**src/rtl/mpc_pkg.sv**
```systemverilog
// ---------------------------------------------------------------------------
// mpc_pkg: shared types and constants
// Widths, codes and the entry and control types of the max-plus closure unit.
// ---------------------------------------------------------------------------
package mpc_pkg;

   localparam int NODE_COUNT = 16;
   localparam int IDX_W      = $clog2(NODE_COUNT);
   localparam int VAL_W      = 40;
   localparam int WGT_W      = 32;
   localparam int TOL_W      = 16;
   localparam int SUM_W      = VAL_W + 2;

   localparam logic [1:0] ACT_CLEAR = 2'd0;
   localparam logic [1:0] ACT_EDGE  = 2'd1;
   localparam logic [1:0] ACT_READ  = 2'd2;

   localparam logic [1:0] STS_APPLIED   = 2'd0;
   localparam logic [1:0] STS_IMPLIED   = 2'd1;
   localparam logic [1:0] STS_CYCLE     = 2'd2;
   localparam logic [1:0] STS_DONE      = 2'd3;

   // One closure entry: reachable mark and value
   typedef struct packed {
      logic                    ok;
      logic signed [VAL_W-1:0] val;
   } entry_type;

   // Broadcast control from the sequencer to every row cell
   typedef struct packed {
      logic                    shift;
      logic                    clear;
      logic                    cap_au;
      logic                    apply;
      logic signed [WGT_W-1:0] weight;
      entry_type               vb;
   } cell_ctrl_type;

endpackage

```
**src/rtl/mpc_row_cell.sv**
```systemverilog
// ---------------------------------------------------------------------------
// mpc_row_cell: one closure row
// Holds one row as a ring of entries that pass to their neighbor on every
// shift, and raises the head entry during an edge sweep.
// ---------------------------------------------------------------------------
module mpc_row_cell (
   input  logic                          clock,
   input  logic                          reset,
   input  logic [mpc_pkg::IDX_W-1:0]     row_id,
   input  mpc_pkg::cell_ctrl_type        ctrl,
   output mpc_pkg::entry_type            head,
   output logic                          clip
);

   mpc_pkg::entry_type row_ff [mpc_pkg::NODE_COUNT];
   mpc_pkg::entry_type au_ff;
   mpc_pkg::entry_type new_head;

   logic signed [mpc_pkg::SUM_W-1:0] sum;
   logic signed [mpc_pkg::VAL_W-1:0] sat;
   logic                             both_ok;
   logic                             over_hi;
   logic                             over_lo;
   logic                             take;

   assign head = row_ff[0];

   // Form old(a,u) + w + old(v,b), clip to range, keep the larger
   always_comb begin
      sum = mpc_pkg::SUM_W'(au_ff.val) + mpc_pkg::SUM_W'(ctrl.weight)
          + mpc_pkg::SUM_W'(ctrl.vb.val);
      over_hi = sum > $signed({{(mpc_pkg::SUM_W-mpc_pkg::VAL_W+1){1'b0}},
                               {(mpc_pkg::VAL_W-1){1'b1}}});
      over_lo = sum < $signed({{(mpc_pkg::SUM_W-mpc_pkg::VAL_W+1){1'b1}},
                               {(mpc_pkg::VAL_W-1){1'b0}}});
      if (over_hi) begin
         sat = {1'b0, {(mpc_pkg::VAL_W-1){1'b1}}};
      end else if (over_lo) begin
         sat = {1'b1, {(mpc_pkg::VAL_W-1){1'b0}}};
      end else begin
         sat = sum[mpc_pkg::VAL_W-1:0];
      end
      both_ok = ctrl.apply && au_ff.ok && ctrl.vb.ok;
      take    = both_ok && (!row_ff[0].ok || sat > row_ff[0].val);
      clip    = both_ok && (over_hi || over_lo);
      if (take) begin
         new_head.ok  = 1'b1;
         new_head.val = sat;
      end else begin
         new_head = row_ff[0];
      end
   end

   // Rotate the row ring, or restore the identity row
   always_ff @(posedge clock) begin
      if (reset || ctrl.clear) begin
         for (int k = 0; k < mpc_pkg::NODE_COUNT; k++) begin
            row_ff[k].ok  <= (mpc_pkg::IDX_W'(k) == row_id);
            row_ff[k].val <= '0;
         end
      end else if (ctrl.shift) begin
         for (int k = 0; k < mpc_pkg::NODE_COUNT - 1; k++) begin
            row_ff[k] <= row_ff[k+1];
         end
         row_ff[mpc_pkg::NODE_COUNT-1] <= new_head;
      end
   end

   // Hold old(a,u) for the apply sweep
   always_ff @(posedge clock) begin
      if (ctrl.cap_au) begin
         au_ff <= row_ff[0];
      end
   end

endmodule

```
**config.mk**
```make
export PLATFORM = sky130hd
export DESIGN_NAME = mpc_row_cell
export DESIGN_NICKNAME = d
export VERILOG_FILES = /design/src/rtl/mpc_pkg.sv /design/src/rtl/mpc_row_cell.sv
export SDC_FILE = /design/constraint.sdc
export NUM_CORES = 1
export LEC_CHECK = 0
export ABC_AREA = 1
export BUFFER_PORTS_ARGS = -buffer_cell sky130_fd_sc_hd__buf_2
export CAP_MARGIN = 20
export CELL_PAD_IN_SITES_DETAIL_PLACEMENT = 0
export CELL_PAD_IN_SITES_GLOBAL_PLACEMENT = 2
export CORE_ASPECT_RATIO = 1.1
export CORE_UTILIZATION = 36
export CTS_CLUSTER_DIAMETER = 40
export DETAILED_ROUTE_END_ITERATION = 8
export HOLD_SLACK_MARGIN = 0.05
export PLACE_DENSITY = 0.83
export SYNTH_ARGS = -nofsm -noshare
export SYNTH_HDL_FRONTEND = slang
export SYNTH_SLANG_ARGS = --single-unit
export TNS_END_PERCENT = 30
```
**constraint.sdc**
```tcl
create_clock -name clock -period 14 [get_ports clock]
set_clock_uncertainty 0.1 [all_clocks]
set_input_delay 2.8 -clock clock [delete_from_list [all_inputs] [get_ports clock]]
set_output_delay 2.8 -clock clock [all_outputs]
set_load 0.01 [all_outputs]
```
* Word-level counts from Yosys, hierarchy flattened
Memory sizes are Yosys's and may differ from the RTL's.
Index checks and enable logic that the tools add are counted.
** Word-level totals
- Register bits after elaboration :: 41
- Latch bits :: 0
- Bits in writable memories :: 656
- Memory bits (read-only) :: 0
- Word-level logic and storage cells :: 72
- Memories :: 1
** Operators by class
- Add/sub/neg operators :: 2
- Multipliers :: 0
- Divide/modulo/power cells :: 0
- Magnitude comparators :: 3
- Equality and inequality tests :: 15
- Shift-type cells :: 0
- Muxes and demuxes :: 24
- Bitwise operators :: 16
- Reductions and logical operators :: 9
** Memories
- row_ff :: words 16, bits a word 41, read ports 16, clocked after Yosys merged registers in 0, write ports 16, line mpc_row_cell.sv:15 : mpc_pkg::entry_type row_ff [mpc_pkg::NODE_COUNT];
** Operator list (number)
- 2-to-1 mux 41 bit :: 17
- 2-to-1 mux 40 bit :: 2
- adder 41 x 40 -> 42 bit :: 1
- > comparator 42 x 40 -> 1 bit (second input constant) :: 1
- less-than comparator 42 x 40 -> 1 bit (second input constant) :: 1
- adder 40 x 32 -> 41 bit :: 1
- > comparator 40 bit :: 1
- equality test 4 bit (first input constant) :: 8
- equality test 3 x 4 -> 1 bit (first input constant) :: 4
- bitwise OR 1 bit :: 16
- equality test 2 x 4 -> 1 bit (first input constant) :: 2
- 2-to-1 mux 1 bit :: 5
- equality test 1 x 4 -> 1 bit (first input constant) :: 1
- logical AND 1 bit :: 4
- logical NOT 4 bit :: 1
- logical OR 1 bit :: 3
- logical NOT 1 bit :: 1

* Logic depth before layout (Yosys ltp)
- Word-level depth :: 10
- Depth in mapped cells :: 40

* Least setup slack after synthesis
OpenSTA, ideal clock, no wires.
- Path kind :: input port to flip-flop
- From :: in ctrl[75] (netlist name)
- To :: mem row_ff[0][0] (netlist name) (enable)
- Data arrival time :: 12554 ps
- Data required time :: 13068 ps
- Slack :: 514 ps
- Stages on the path :: 6
- Buffers on the path :: 2
- Cells stage by stage :: nor2_1 > inv_1 > nor2_1 > inv_1 > clkbuf_1 > clkbuf_1
** RTL lines
- from (decl) :: line mpc_row_cell.sv:10 : input mpc_pkg::cell_ctrl_type ctrl,
- to (decl) :: line mpc_row_cell.sv:15

* Worst setup path in the final report
- From :: in ctrl[1] (netlist name)
- To :: out clip
** On the way
- Word-level cells in the longest chain between the ends :: 4
** Ends and longest elaborated chain
- adder 41 x 40 -> 42 bit * :: line mpc_row_cell.sv:31 : + mpc_pkg::SUM_W'(ctrl.vb.val);
- > comparator 42 x 40 -> 1 bit / less-than comparator 42 x 40 -> 1 bit (equally long branches) :: line mpc_row_cell.sv:32, mpc_row_cell.sv:34
- logical OR 1 bit * :: line mpc_row_cell.sv:45 : clip = both_ok && (over_hi || over_lo);
- logical AND 1 bit * :: line mpc_row_cell.sv:45
- to (decl) :: line mpc_row_cell.sv:12 : output logic clip
Every way passes the cells marked *; elsewhere a longest branch is shown, timed or not.

==> summary.txt <==
Floorplanning
  – Core area: 82,200 µm²
  – # IOs: 125
  – Initial cell density of the core: 36.5%
  – Die Width: 277 µm
  – Die area: 84,500 µm²
  – Die extent in y: 305 µm
  – Rows: 110

CTS
  – Skew-Pair Late Insertion Delay: 0.64 ns
  – Post_cts resized: 0
  – Cts bufs inserted: 87
  – Hold_buf cts: 0
  – Register clock-pin slew on the reported worst setup and hold paths: 0.05 ns
  – Post-CTS Setup Bufs: 0
  – CTS tree: built
  – CTS Buffer Depth: 3
  – CTS Root Cell: clkbuf_16
  – Sink Count: 697
  – Max H-tree Level: 3

Critical path
  – CP Capture Type: output port
  – Crit path launch type: input port
  – Critical path class: in2out
  – CP arrival: 6.43 ns
  – Crit-path max FO: 78
  – Critical Path RT: 11.10 ns

GRT
  – Initial antenna violation count: 0
  – Gr ovfl total: 0
  – First-pass GRT wire length: 98,900 µm
  – Vias in the first global route: 18,700
  – GR Util All Layers: 14.6%
  – Largest net degree at the start of global routing: 244

Timing
  – Final setup viols: 0
  – Hold Vio Cnt, Final: 0
  – Hold WS: 0.348 ns
  – Final Critical Period: 9.33 ns
  – Unrepaired setup endpoints after global routing: no
  – Max-slew violation count: 0
  – Max Clk Rate: 107 MHz
  – Rel. slew slack: 24.0%
  – Worst-Margin Slew: 1.14 ns
  – Fin crit share: 66.7%
  – TNS Setup: 0 ns

Cells and area
  – Final nets: 3,427
  – Area Growth Syn to Fin: 14.1%
  – Ratio of cells with drive above 1 in the final layout: 11.0%
  – Commonest cells after routing, fill and taps aside: 703 x inv_1, 467 x nand2_1, 397 x nor2_1
  – Most common cell after layout, fill and taps aside: inv_1

Placed design
  – Dpl hpwl: 39,300 µm
  – Routability cong.: 0.860
  – Port Buf Inserts: 124

Worst hold path
  – Tightest Hold Check Type: reg2reg

Route
  – DR pass1 iterations: 5
  – Drt total wl: 61,400 µm
  – Initial drt markers: 1,254
  – DR WL/cell: 14.1 µm
  – Vias per cell: 4.42
  – Post-DRT Antenna Nets: 0
  – Via Count: 19,300
  – Number of remaining DRC errors: 0

Yosys
  – Synth Register Bits: 697
  – Syn nets: 3,373
  – Syn Area/Cell: 9.46 µm²
  – Sequential share of the synthesized area: 59.1%
  – Post-Syn Area: 30,000 µm²
  – Synth Warn #: 0
  – Yosys cell types: 37
  – Cell count after synthesis: 3,169

Pwr
  – Worst VDD drop: 90.1 µV
  – Pwr dens: 156 nW/µm²
  – Leakage power: 13.3 nW

Job
  – MaxCap Viol Count: 0

Run status
  – Status: finished clean
[through the flow]
stage          util, %  cell area (µm²)  power, mW  setup slack (ns)  std cells
3_3_place_gp      38.0            31200       3.08              4.54       4198
5_1_grt           41.6            34200       5.61              4.38       4360
4_1_cts           41.6            34200       5.42              4.60       4360
6_report          41.7            34200       5.34              4.67       4361
3_5_place_dp      38.0            31200       3.08              4.57       4198
2_1_floorplan        -            30000       2.90             0.514       3169
[worst max-delay path, cell delays in order]
cell and delay [ns]:
buf_2 0.07, inv_1 0.04, fa_1 0.53, inv_1 0.04
ha_1 0.22, fa_1 0.42, nand3_1 0.09, nand2_1 0.11
a21oi_1 0.33, inv_1 0.17, nand3_1 0.18, nand3_1 0.12
nand2_1 0.09, nand2_1 0.05, nand2_1 0.10, nand2_4 0.44
a21oi_1 0.41, buf_2 0.18
[worst paths after layout]
| check | start | end | slack [ns] | cells past startpoint |
|---|---|---|---|---|
| min reg2reg | row_ff[1][320]$_SDFFE_PN0P_ | row_ff[1][279]$_SDFFE_PN0P_ | 0.35 | 2 |
| max | ctrl[1] | clip | 4.67 | 18 |
| min | row_ff[1][320]$_SDFFE_PN0P_ | row_ff[1][279]$_SDFFE_PN0P_ | 0.35 | 2 |
| max reg2reg | au_ff[28]$_DFFE_PP_ | row_ff[1][317]$_SDFFE_PN0P_ | 7.18 | 29 |
[report_power, final]
| part | leakage, nW | total [mW] | switching [mW] | internal, mW |
|---|---|---|---|---|
| Sequential | 6.91 | 2.23 | 0.0244 | 2.20 |
| Combinational | 4.90 | 0.802 | 0.538 | 0.263 |
| Clock | 1.49 | 2.31 | 0.906 | 1.40 |
| Total | 13.3 | 5.34 | 1.47 | 3.87 |
[sequential cells by signal (all words and copies together) (netlist names)]
register  count
row_ff      656
au_ff        41
[routing by layer]
layer / track usage, % / vias up / routed length (µm)
met5: 0 / - / 0
met4: 5.25 / 0 / 1430
met3: 2.25 / 91 / 2110
met2: 23.8 / 252 / 28400
met1: 19.6 / 8799 / 29400
li1: - / 10100 / -
[synthesized netlist by cell type, drive strengths merged]
cell type | count | area (µm²)
o21a | 3 | 22.5
nand3 | 76 | 425
nand3b | 1 | 7.51
o21bai | 9 | 67.6
nor4 | 2 | 12.5
and2 | 3 | 18.8
nand2 | 519 | 2090
inv | 707 | 2650
dfxtp | 320 | 6410
ha | 80 | 1000
a31oi | 2 | 12.5
xor2 | 18 | 158
edfxtp | 377 | 11300
o21ai | 68 | 340
buf | 59 | 472
clkinv | 1 | 3.75
o31ai | 1 | 7.51
nor3 | 7 | 40.0
a21o | 3 | 22.5
xnor2 | 10 | 87.6
o22ai | 241 | 1510
a21oi | 101 | 505
clkbuf | 110 | 413
nand4 | 6 | 37.5
nor2 | 404 | 1530
fa | 41 | 821
[cell type report]
type / count / area, µm²
Clock inverter: 59 / 676
Timing Repair Buffer: 134 / 721
Sequential cell: 697 / 17700
Inverter: 708 / 2670
Antenna cell: 1 / 2.50
Multi-Input combinational cell: 1595 / 8730
Tap cell: 1064 / 1330
Fill cell: 8011 / 47900
Clock buffer: 103 / 2360
[kinds of logic after synthesis]
family / synth area share (%)
buffers and inverters: 11.8
DFF: 59.1
AOI/OAI and AO/OA: 8.29
adders and majority gates: 6.08
and+or+nand+nor: 13.9
xor gates and xnor gates: 0.818
(Power assumes the default switching activity.)
